`src/sbm_pkg.sv`:
```
// Shared types and constants for the serial bank mapper.
// Request and response payloads, register state and configuration structs.
// No dependencies.
`default_nettype none

package sbm_pkg;

  localparam logic [4:0] CTRL_RESET   = 5'h0C;
  localparam logic [4:0] CTRL_RST_OR  = 5'h0C;
  localparam logic [2:0] SHIFT_LAST   = 3'd4;
  localparam logic [2:0] MIRROR_FOUR  = 3'd4;

  typedef enum logic [2:0] {
    CFG_VARIANT_A       = 3'd0,
    CFG_BOARD_FIXED_PRG = 3'd1,
    CFG_CHR_PRESENT     = 3'd2,
    CFG_PRG_RAM_BANKS   = 3'd3,
    CFG_FOUR_SCREEN     = 3'd4
  } cfg_index_t;

  typedef enum logic [1:0] {
    WIN_CONTROL  = 2'd0,
    WIN_CHR_LOW  = 2'd1,
    WIN_CHR_HIGH = 2'd2,
    WIN_PRG      = 2'd3
  } window_t;

  typedef struct packed {
    logic [1:0] address_window;
    logic [7:0] data_byte;
    logic       double_write_second;
  } req_t;

  typedef struct packed {
    logic [4:0] prg_bank_low;
    logic [4:0] prg_bank_high;
    logic [4:0] chr_bank_low;
    logic [4:0] chr_bank_high;
    logic [2:0] mirroring_mode;
    logic       prg_ram_enable;
    logic [1:0] prg_ram_bank;
    logic       register_committed;
  } rsp_t;

  typedef struct packed {
    logic [2:0] shift_count;
    logic [4:0] shift_value;
    logic [4:0] control_reg;
    logic [4:0] chr_reg_low;
    logic [4:0] chr_reg_high;
    logic [4:0] prg_reg;
    logic       just_reset;
  } state_t;

  typedef struct packed {
    logic       variant_a;
    logic       board_fixed_prg;
    logic       chr_present;
    logic [2:0] prg_ram_banks;
    logic       four_screen;
  } cfg_t;

endpackage

`default_nettype wire

```
`src/sbm_serial.sv`:
```
// Serial load engine: shift register, reset-write handling and the four bank registers.
// Gives the post-write register state combinationally for the decoder.
// Depends on sbm_pkg.
`default_nettype none

module sbm_serial (
  input  wire logic          clk,
  input  wire logic          rst,
  input  wire logic          accept,
  input  wire sbm_pkg::req_t req,
  output sbm_pkg::state_t    state,
  output sbm_pkg::state_t    state_next,
  output logic               committed
);

  logic       ignore;
  logic [4:0] shifted;

  assign ignore  = state.just_reset && req.double_write_second;
  assign shifted = state.shift_value | (5'(req.data_byte[0]) << state.shift_count);

  always_comb begin
    state_next            = state;
    committed             = 1'b0;
    state_next.just_reset = 1'b0;
    if (!ignore) begin
      if (req.data_byte[7]) begin
        state_next.just_reset  = 1'b1;
        state_next.shift_count = '0;
        state_next.shift_value = '0;
        state_next.control_reg = state.control_reg | sbm_pkg::CTRL_RST_OR;
      end else if (state.shift_count >= sbm_pkg::SHIFT_LAST) begin
        unique case (sbm_pkg::window_t'(req.address_window))
          sbm_pkg::WIN_CONTROL:  state_next.control_reg  = shifted;
          sbm_pkg::WIN_CHR_LOW:  state_next.chr_reg_low  = shifted;
          sbm_pkg::WIN_CHR_HIGH: state_next.chr_reg_high = shifted;
          sbm_pkg::WIN_PRG:      state_next.prg_reg      = shifted;
          default:               state_next.prg_reg      = shifted;
        endcase
        state_next.shift_count = '0;
        state_next.shift_value = '0;
        committed              = 1'b1;
      end else begin
        state_next.shift_value = shifted;
        state_next.shift_count = state.shift_count + 3'd1;
      end
    end
  end

  always_ff @(posedge clk) begin
    if (rst) begin
      state <= '{shift_count: 3'd0, shift_value: 5'd0, control_reg: sbm_pkg::CTRL_RESET,
                 chr_reg_low: 5'd0, chr_reg_high: 5'd0, prg_reg: 5'd0, just_reset: 1'b0};
    end else if (accept) begin
      state <= state_next;
    end
  end

endmodule

`default_nettype wire

```
`src/sbm_decode.sv`:
```
// Bank decoder: PRG/CHR banks, mirroring and PRG-RAM bank from the register state.
// Purely combinational; depends on sbm_pkg.
`default_nettype none

module sbm_decode (
  input  wire sbm_pkg::state_t st,
  input  wire sbm_pkg::cfg_t   cfg,
  input  wire logic            committed,
  output sbm_pkg::rsp_t        rsp
);

  logic [4:0] chr_lo;
  logic [4:0] chr_hi;
  logic [3:0] prg_lo_raw;
  logic [3:0] prg_hi_raw;
  logic       outer_a;
  logic [3:0] prg_lo;
  logic [3:0] prg_hi;
  logic [1:0] ram_bank;

  always_comb begin
    if (st.control_reg[4]) begin
      chr_lo = st.chr_reg_low;
      chr_hi = st.chr_reg_high;
    end else begin
      chr_lo = {st.chr_reg_low[4:1], 1'b0};
      chr_hi = {st.chr_reg_low[4:1], 1'b1};
    end
  end

  always_comb begin
    if (st.control_reg[3]) begin
      if (st.control_reg[2]) begin
        prg_lo_raw = st.prg_reg[3:0];
        prg_hi_raw = 4'hF;
      end else begin
        prg_lo_raw = 4'h0;
        prg_hi_raw = st.prg_reg[3:0];
      end
    end else begin
      prg_lo_raw = {st.prg_reg[3:1], 1'b0};
      prg_hi_raw = {st.prg_reg[3:1], 1'b1};
    end
  end

  // variant A 256K rule: with PRG register bit 4 set, register bit 3 overrides the bank's top bit
  assign outer_a = st.prg_reg[4] && cfg.variant_a;
  assign prg_lo  = {outer_a ? st.prg_reg[3] : prg_lo_raw[3], prg_lo_raw[2:0]};
  assign prg_hi  = {outer_a ? st.prg_reg[3] : prg_hi_raw[3], prg_hi_raw[2:0]};

  always_comb begin
    priority if (cfg.prg_ram_banks == 3'd0 || cfg.prg_ram_banks == 3'd1) begin
      ram_bank = 2'd0;
    end else if (cfg.prg_ram_banks <= 3'd3) begin
      ram_bank = {1'b0, cfg.chr_present ? ~chr_lo[4] : ~chr_lo[3]};
    end else begin
      ram_bank = chr_lo[3:2];
    end
  end

  always_comb begin
    rsp.prg_bank_low       = cfg.board_fixed_prg ? 5'd0 : {chr_lo[4], prg_lo};
    rsp.prg_bank_high      = cfg.board_fixed_prg ? 5'd1 : {chr_lo[4], prg_hi};
    rsp.chr_bank_low       = chr_lo;
    rsp.chr_bank_high      = chr_hi;
    rsp.mirroring_mode     = cfg.four_screen ? sbm_pkg::MIRROR_FOUR
                                             : {1'b0, st.control_reg[1:0]};
    rsp.prg_ram_enable     = cfg.variant_a || !st.prg_reg[4];
    rsp.prg_ram_bank       = ram_bank;
    rsp.register_committed = committed;
  end

endmodule

`default_nettype wire

```
`src/serial_bank_mapper_core.sv`:
```
// Top level of the serial bank mapper: configuration registers, serial engine,
// decoder and response register. Depends on sbm_pkg, sbm_serial and sbm_decode.
`default_nettype none

// Each accepted CPU write request yields exactly one response in the next cycle,
// carrying the mapping as it stands after that write. A request is taken every
// cycle; the only hold-off is the single response register, so req_stall is high
// only while a response is waiting and rsp_stall is high. Throughput is one
// request per cycle while req_stall is low. Configuration writes via cfg_we/cfg_index/
// cfg_data take effect on the next request and should be made only when idle.
module serial_bank_mapper_core (
  input  wire logic          clk,
  input  wire logic          rst,
  input  wire logic          req_valid,
  output logic               req_stall,
  input  wire sbm_pkg::req_t req,
  output logic               rsp_valid,
  input  wire logic          rsp_stall,
  output sbm_pkg::rsp_t      rsp,
  input  wire logic          cfg_we,
  input  wire logic [2:0]    cfg_index,
  input  wire logic [2:0]    cfg_data
);

  sbm_pkg::cfg_t   cfg;
  sbm_pkg::state_t state;
  sbm_pkg::state_t state_next;
  sbm_pkg::rsp_t   rsp_next;
  logic            committed;
  logic            accept;

  assign req_stall = rsp_valid && rsp_stall;
  assign accept    = req_valid && !req_stall;

  always_ff @(posedge clk) begin
    if (rst) begin
      cfg.variant_a       <= 1'b0;
      cfg.board_fixed_prg <= 1'b0;
      cfg.chr_present     <= 1'b1;
      cfg.prg_ram_banks   <= 3'd1;
      cfg.four_screen     <= 1'b0;
    end else if (cfg_we) begin
      unique case (cfg_index)
        sbm_pkg::CFG_VARIANT_A:       cfg.variant_a       <= cfg_data[0];
        sbm_pkg::CFG_BOARD_FIXED_PRG: cfg.board_fixed_prg <= cfg_data[0];
        sbm_pkg::CFG_CHR_PRESENT:     cfg.chr_present     <= cfg_data[0];
        sbm_pkg::CFG_PRG_RAM_BANKS:   cfg.prg_ram_banks   <= cfg_data;
        sbm_pkg::CFG_FOUR_SCREEN:     cfg.four_screen     <= cfg_data[0];
        default: ;
      endcase
    end
  end

  sbm_serial u_serial (
    .clk        (clk),
    .rst        (rst),
    .accept     (accept),
    .req        (req),
    .state      (state),
    .state_next (state_next),
    .committed  (committed)
  );

  sbm_decode u_decode (
    .st        (state_next),
    .cfg       (cfg),
    .committed (committed),
    .rsp       (rsp_next)
  );

  always_ff @(posedge clk) begin
    if (rst) begin
      rsp_valid <= 1'b0;
    end else if (accept) begin
      rsp_valid <= 1'b1;
    end else if (!rsp_stall) begin
      rsp_valid <= 1'b0;
    end
  end

  always_ff @(posedge clk) begin
    if (accept) begin
      rsp <= rsp_next;
    end
  end

  a_accept_gives_rsp: assert property (@(posedge clk) disable iff (rst)
    accept |=> rsp_valid)
    else $error("accepted request produced no response");

  a_commit_clears_shift: assert property (@(posedge clk) disable iff (rst)
    (rsp_valid && rsp.register_committed) |-> (state.shift_count == 3'd0))
    else $error("commit left the shift counter running");

  a_shift_bound: assert property (@(posedge clk) disable iff (rst)
    state.shift_count <= sbm_pkg::SHIFT_LAST)
    else $error("shift counter out of range");

  a_reset_write_clears: assert property (@(posedge clk) disable iff (rst)
    state.just_reset |-> (state.shift_count == 3'd0 && state.shift_value == 5'd0))
    else $error("reset write did not clear the shift register");

endmodule

`default_nettype wire
```
`config.mk`:
```
export PLATFORM = sky130hd
export DESIGN_NAME = serial_bank_mapper_core
export DESIGN_NICKNAME = d
export VERILOG_FILES = /design/src/sbm_pkg.sv /design/src/sbm_serial.sv /design/src/sbm_decode.sv /design/src/serial_bank_mapper_core.sv
export SDC_FILE = /design/constraint.sdc
export NUM_CORES = 1
export LEC_CHECK = 0
export ABC_AREA = 1
export BUFFER_PORTS_ARGS = -buffer_cell sky130_fd_sc_hd__buf_2
export CAP_MARGIN = 20
export CORE_MARGIN = 2
export CORE_UTILIZATION = 40
export CTS_BUF_LIST = sky130_fd_sc_hd__clkbuf_8 sky130_fd_sc_hd__clkbuf_16
export DETAILED_ROUTE_END_ITERATION = 7
export HOLD_SLACK_MARGIN = 0.03
export PLACE_DENSITY = 0.71
export SLEW_MARGIN = 0
export SYNTH_ARGS = -nofsm -noshare
export SYNTH_HDL_FRONTEND = slang
export SYNTH_SLANG_ARGS = --single-unit
```
`constraint.sdc`:
```
create_clock -name clk -period 1.6 [get_ports clk]
set_input_delay 0.08 -clock clk [delete_from_list [all_inputs] [get_ports clk]]
set_output_delay 0.08 -clock clk [all_outputs]
set_load 0.02 [all_outputs]
```
==> flow_summary.toml, run 1 <==
[yosys]
ys.flop_type = "dfxtp_1"
synthCells = 354
ys_ff_latch = 62
synth_area_leaders = "edfxtp_1 (27%), dfxtp_1 (24%), nand2_1 (8.4%), inv_1 (8.3%), a21oi_1 (5.6%)"
synthesis.area_um2 = 2943
synth-edff-count = 26
syn-mean-instance-area_um2 = 8.313
yosys_warnings = 0
ys_seq_area_share_pct = 51.02
synth_fp_nets = 378
synth_most_common_cell = "nand2_1"
yosysTopAreaCellShare_pct = 26.53
synth_top_area_cell = "edfxtp_1"
synth.distinct_cells = 37
async_flop_share_pct = 0
synthTopCellsByCount = "nand2_1 (66), inv_1 (65), dfxtp_1 (36), a21oi_1 (33), o21ai_0 (29)"

[layout]
stdcell_count = 518
n_fill_cell = 739
finalCoreUtilization_pct = 49.47
diodes = 0
regArea_um2 = 1504
multiInputGateArea_um2 = 1120
layout-drive-gt1-share_pct = 26.25
area_growth_pct = 20.62
nNetsFinal = 438

[sta]
finalWorstSetupSlack_ns = 0.09822
finalCritPeriodShare_pct = 93.86
period_minus_slack_ns = 1.502
grt_setup_unrepaired = "true"
setup_violations = 0
fmax_mhz = 665.9
max_slew_margin_pct = 77.98
fin_worst_skew_ns = 0.01341
hold_viol_final = 0
slew_violations = 0
tightest_slew_ns = 0.3304
hold_ws_ns = 0.04076

[place]
dp_hpwl_mm = 4.376
dp.cells = 494
dp_worst_setup_slack_ns = 0.06766
place.gp.congestion = 0.8471
io_buffer_count = 44

[setup_path]
path_cells = "buf_12 -> nand3_2 -> nor2_4 -> nand2_1 -> o21ai_2 -> nand2_1 -> nand3_1 -> nand2_1"
start_kind = "register"
critical_path_class = "reg2reg"
path_max_fanout = 10
cpPeakStageDelay_ns = 0.35
timing.critical_path.to_type = "register"
crit_required_ns = 1.71
worstPathArrival_ns = 1.61
cp_common_cell = "nand2_1"
critPathSlowestCell = "dfxtp_1"

[global_route]
antenna_found_initial = 0
grt-ovfl-total = 0
grt_pass1_wl_mm = 10.14
grt_use_total_pct = 15.87
grt_start_max_net_pins = 28
grt_pass1_vias = 2220

[clock_network]
clkLatencyLatePin_ns = 0.35
clk_pin_slew_ns = 0.07
cts_tree = "done"
cts_root_buf = "clkbuf_8"
htree_num_levels = 3
cts_buffer_depth = 2
cts-buffers-inserted = 9
clock-sinks = 62

[route]
num_vias = 2413
viasPerCell = 4.658
wl_per_cell_um = 11.83
wirelength_mm = 6.126
drcViolationCount = 0
drtAntennaViolNets = 0
drtIter0Drc = 109
first_pass_iters = 5

[floorplan]
fp.dieArea_um2 = 8060
num_rows = 31
core_um2 = 7176
die_h_um = 89.78
start_util_pct = 41.01
pin_count = 51
die_w_um = 89.78

[power_and_ir_drop]
p_total_uw = 3390
ir_worst_vdd_v = 0.0003880
p_per_area_nw_per_um2 = 955.0
p_leak_uw = 0.001622

[min_path]
hp-class = "in2reg"

[status]
status = "complete, no violations"

[flow_run]
max_cap_violations = 0
[power breakdown]
part | switching [µW] | internal (µW) | leakage (µW)
clock | 581 | 574 | 0.0000949
combinational | 304 | 154 | 0.000984
sequential | 28.8 | 1750 | 0.000543
total | 914 | 2480 | 0.00162
[routing by layer]
metal	GRT usage (%)	wire (µm)	vias up
met1	20.15	2857	1103
met4	6.667	70	0
met2	25.51	2915	50
met5	0	0	-
li1	-	-	1252
met3	4.526	283	8
[through the flow]
stage	area [µm²]	setup TNS (ns)
CTS	3515	0
finish	3550	0
global route	3550	-0.02694
global placement	3313	0
detailed placement	3313	0
floorplan	2950	0
[critical path: cells and delay by family, from the launching register on]
kind | cells | cell delay [ns]
simple gates | 6 | 0.66
compound gates | 1 | 0.11
flops | 1 | 0.35
buf+inv | 1 | 0.14
[flip-flops by register name, summed over array words and instances, names as in the netlist]
register	flops
rsp_valid	1
rsp	26
cfg	6
u_serial.state	29
[placed cells by master (no fill, tap or decap), types with 5 or more instances in the layout]
master,netlist,final
nand3_1,11,11
nor2_4,5,5
edfxtp_1,26,26
a21oi_1,33,33
o21ai_0,29,29
nand2_1,66,64
inv_2,9,9
nand2_2,6,8
buf_2,3,44
nor2_1,19,19
clkbuf_8,0,10
dfxtp_1,36,34
inv_1,65,67
o21ai_2,5,5
buf_4,1,7
[area by class of cell]
class	count	share of cell area [%]
clock buffers	10	3.877
clock inverters	6	0.6697
inverters	75	8.107
multi-input cells	209	31.55
flip-flops and latches	62	42.37
well taps	99	3.490
repair buffers	57	9.940
[worst paths after layout]
path | startpoint | endpoint | slack (ns) | cells past startpoint
worst max-delay path | u_serial.state[28]$_SDFFE_PP0P_ | rsp[1]$_SDFFCE_PP0P_ | 0.1 | 8
worst min-delay path | cfg_we | cfg[0]$_SDFFE_PP0P_ | 0.04 | 3
worst max register to register | u_serial.state[28]$_SDFFE_PP0P_ | rsp[1]$_SDFFCE_PP0P_ | 0.1 | 8
worst min register to register | cfg[2]$_SDFFE_PP0P_ | cfg[2]$_SDFFE_PP0P_ | 0.46 | 2
[cell families (layout without fill, tap and decap cells)]
group,after synthesis,after routing,share of synthesized area [%]
AOI/OAI and AO/OA,78,78,14.80
adders and majority gates,2,2,0.8502
DFF,62,62,51.02
buffers and inverters,84,148,11.31
and+or+nand+nor,128,129,22.02
[repair_timing]
item                                   4_1_cts  5_1_grt
endpoints found under the hold margin        5        0
buffers inserted                             0        3
hold buffers                                 4        0
setup endpoints to repair                    0       13
resized for setup                            0        3
Note: power is estimated with default switching activity, not from simulation.
==> run 2, diff against run 1 <==
--- a/config.mk
+++ b/config.mk
@@ -5,7 +5,6 @@
 export SDC_FILE = /design/constraint.sdc
 export NUM_CORES = 1
 export LEC_CHECK = 0
-export ABC_AREA = 1
 export BUFFER_PORTS_ARGS = -buffer_cell sky130_fd_sc_hd__buf_2
 export CAP_MARGIN = 20
 export CORE_MARGIN = 2
@@ -13,7 +12,7 @@
 export CTS_BUF_LIST = sky130_fd_sc_hd__clkbuf_8 sky130_fd_sc_hd__clkbuf_16
 export DETAILED_ROUTE_END_ITERATION = 7
 export HOLD_SLACK_MARGIN = 0.03
-export PLACE_DENSITY = 0.71
+export PLACE_DENSITY = 0.7
 export SLEW_MARGIN = 0
 export SYNTH_ARGS = -nofsm -noshare
 export SYNTH_HDL_FRONTEND = slang
==> run 2 against run 1 <==
  * The run now ends with setup timing left
  * Largest cell class unchanged
  * Register-to-register slack worse by 0.15 ns
  * Highest routed layer unchanged
  * Combinational power is 30% lower
  * Global-route usage up 2.6 points
==> flow_summary.toml, run 2 <==
[status]
status = "finished, violations left"
violations = "setup timing"

[layout]
final_cell_area_um2 = 3984
layout_common_cells = "buf_2 (44), buf_4 (41), dfxtp_1 (33)"
n_fill_cell = 651
area_growth_pct = 33.89
regArea_um2 = 1508
stdcell_count = 475
layout-drive-gt1-share_pct = 38.83
largest_reg_flops = 29
regMostFlops = "u_serial.state"
diodes = 0
layout_commonest_cell = "buf_2"
multiInputGateArea_um2 = 1399
nNetsFinal = 395
reg.largest.list = "u_serial.state x29, rsp x26, cfg x6"

[yosys]
synth-xor-area-share_pct = 0.2944
synthCells = 282
syn-mean-instance-area_um2 = 10.55
ys_ff_latch = 62
synth_top_area_cell = "edfxtp_1"
synth_compound_area_share_pct = 21.95
synth.distinct_cells = 64
async_flop_share_pct = 0
synthTopCellsByCount = "dfxtp_1 (36), a21oi_1 (29), nor2_1 (27), edfxtp_1 (26), nand2_1 (16)"
synth_top_family_by_area = "compound AO/OA/AOI/OAI gates"
synth-adder-area-share_pct = 0.8410
yosysTopAreaCellShare_pct = 26.24
synth_simple_gate_area_share_pct = 15.81
synthMuxAreaShare_pct = 4.584
synth-edff-count = 26
ys.flop_type = "dfxtp_1"
synth_fp_nets = 306
synthesis.area_um2 = 2975
synth_most_common_cell = "dfxtp_1"
synth_area_leaders = "edfxtp_1 (26%), dfxtp_1 (24%), a21oi_1 (4.9%), mux2i_1 (3.7%), nor2_1 (3.4%)"
yosys_warnings = 0
ys_seq_area_share_pct = 50.46

[min_path]
min_from = "req[8]"
holdPathEnd = "u_serial.state[0]$_SDFFE_PP0P_"
hp-class = "in2reg"
hold_path_depth = 3

[setup_path]
path_cells = "buf_6 -> and4b_2 -> o2111a_2 -> o21bai_1 -> a32o_1"
worstReg2RegEnd = "rsp[1]$_SDFFCE_PP0P_"
crit_start = "u_serial.state[28]$_SDFFE_PP0P_"
path_max_fanout = 4
worstPathArrival_ns = 1.75
cpPeakStageDelay_ns = 0.36
critical_path_class = "reg2reg"
timing.critical_path.to_type = "register"
rrSetupSlack_ns = -0.05
start_kind = "register"
r2r-start = "u_serial.state[28]$_SDFFE_PP0P_"
rr_worst_depth = 5
crit_required_ns = 1.71
critPathSlowestCell = "dfxtp_4"

[global_route]
grt_start_max_net_pins = 43
antenna_found_initial = 0
grt_use_total_pct = 18.43
grt_pass1_wl_mm = 12.01
use_met3_pct = 4.023
grt_pass1_vias = 2458
grtUsageMet1_pct = 24.73
grt-ovfl-total = 0
met2_usage_pct = 29.70
top_usage_layer = "met2"

[power_and_ir_drop]
p_per_area_nw_per_um2 = 892.6
p_switching_uw = 874.2
p_total_uw = 3556
ir_worst_vdd_v = 0.0005208
power.internal_uw = 2682
clkPwrFrac_pct = 43.2
comb_power_share_pct = 9.0
p_leak_uw = 0.001584
switching_share_pct = 24.58
p_seq_share_pct = 47.8

[clock_network]
clk_pin_slew_ns = 0.07
cts_root_buf = "clkbuf_8"
cts_buffer_depth = 2
cts-buffers-inserted = 9
clock-sinks = 62
clkLatencyLatePin_ns = 0.35
htree_num_levels = 3
cts_tree = "done"

[floorplan]
start_util_pct = 41.24
die_h_um = 90.25
pin_count = 51
die_w_um = 90.25
core_um2 = 7214
num_rows = 31
fp.dieArea_um2 = 8144

[place]
place.gp.congestion = 0.8602
dp_hpwl_mm = 5.054
io_buffer_count = 44
place_area_um2 = 3581
dp.cells = 454

[sta]
setup_violations = 7
tightest_slew_ns = 0.4599
hold_viol_final = 0
slew_violations = 0
finalWorstSetupSlack_ns = -0.04832
period_minus_slack_ns = 1.648
max_slew_margin_pct = 69.28
grt_setup_unrepaired = "true"
fmax_mhz = 606.7
finalCritPeriodShare_pct = 103.0
fin_worst_skew_ns = 0.005824

[route]
wl_per_cell_um = 15.21
drcViolationCount = 0
drtIter0Drc = 228
viasPerCell = 5.320
num_vias = 2527
drtAntennaViolNets = 0
first_pass_iters = 5
wirelength_mm = 7.227

[flow_run]
max_cap_violations = 0
-- run 2: changes by cell type in the layout (fill, tap and decap cells not counted), moves of 8 or more --
cell,delta
buf_4,+34
mux2i_1,+9
inv_1,-56
o21ai_0,-26
nand2_1,-49
inv_2,-8
nand3_1,-8
-- run 2: timing repair --
action,CTS,global route
hold endpoints to repair,5,0
resized for setup,16,20
hold buffers,4,0
pin swaps,6,14
setup endpoints to repair,17,19
setup buffers,0,2
-- run 2: worst max-delay path: cells and delay by family (launching register included) --
kind | cells | cell delay [ns]
AO/OA/AOI/OAI | 3 | 0.62
AND/OR/NAND/NOR | 1 | 0.32
buffers and inverters | 1 | 0.12
flip-flops | 1 | 0.36
-- run 2: cell families after synthesis --
group           count (synthesis)
buf+inv                        32
mux                            13
xor+xnor                        1
flops                          62
fa+ha+maj                       2
simple gates                   80
compound gates                 92
-- run 2: final cells by class --
cell class | count | share of cell area [%]
Clock buffer | 9 | 3.109
Clock inverter | 7 | 2.450
Inverter | 12 | 1.131
Multi-Input combinational cell | 188 | 35.11
Sequential cell | 62 | 37.85
Tap cell | 99 | 3.109
Timing Repair Buffer | 98 | 17.24
-- run 2: power by group through the flow --
stage / Clock, µW / Sequential [µW] / Combinational (µW)
2_1_floorplan: 0 / 1770 / 135
3_3_place_gp: 0 / 1730 / 304
3_5_place_dp: 0 / 1730 / 307
4_1_cts: 1540 / 1700 / 319
5_1_grt: 1620 / 1700 / 348
6_report: 1540 / 1700 / 321
-- run 2: how the worst max path moves through the flow --
stage	to	slack, ns	cells past startpoint
3_3_place_gp	rsp[9]$_DFFE_PP_	-0.06	5
4_1_cts	rsp[8]$_DFFE_PP_	-0.02	6
3_5_place_dp	rsp[9]$_DFFE_PP_	-0.08	5
2_1_floorplan	rsp[9]$_DFFE_PP_	-0.08	7
6_report	rsp[1]$_SDFFCE_PP0P_	-0.05	5
5_1_grt	rsp[1]$_SDFFCE_PP0P_	-0.1	5
-- run 2: routing by layer --
layer / part of all wire, % / up-vias
li1: - / 1244
met5: 0 / -
met3: 5.2 / 8
met1: 46 / 1195
met2: 48 / 80
met4: 1.3 / 0
-- run 2: metrics by stage --
step	hold WS [ns]	setup WS (ns)	util [%]	TNS, ns
finish	0.04971	-0.04832	55.22	-0.1440
global route	0.08071	-0.09889	55.22	-0.7634
CTS	0.04923	-0.01671	53.95	-0.04110
detailed placement	0.3215	-0.08260	49.64	-0.6168
global placement	0.2975	-0.06251	49.64	-0.3576
floorplan	0.1956	-0.08168	-	-0.1385
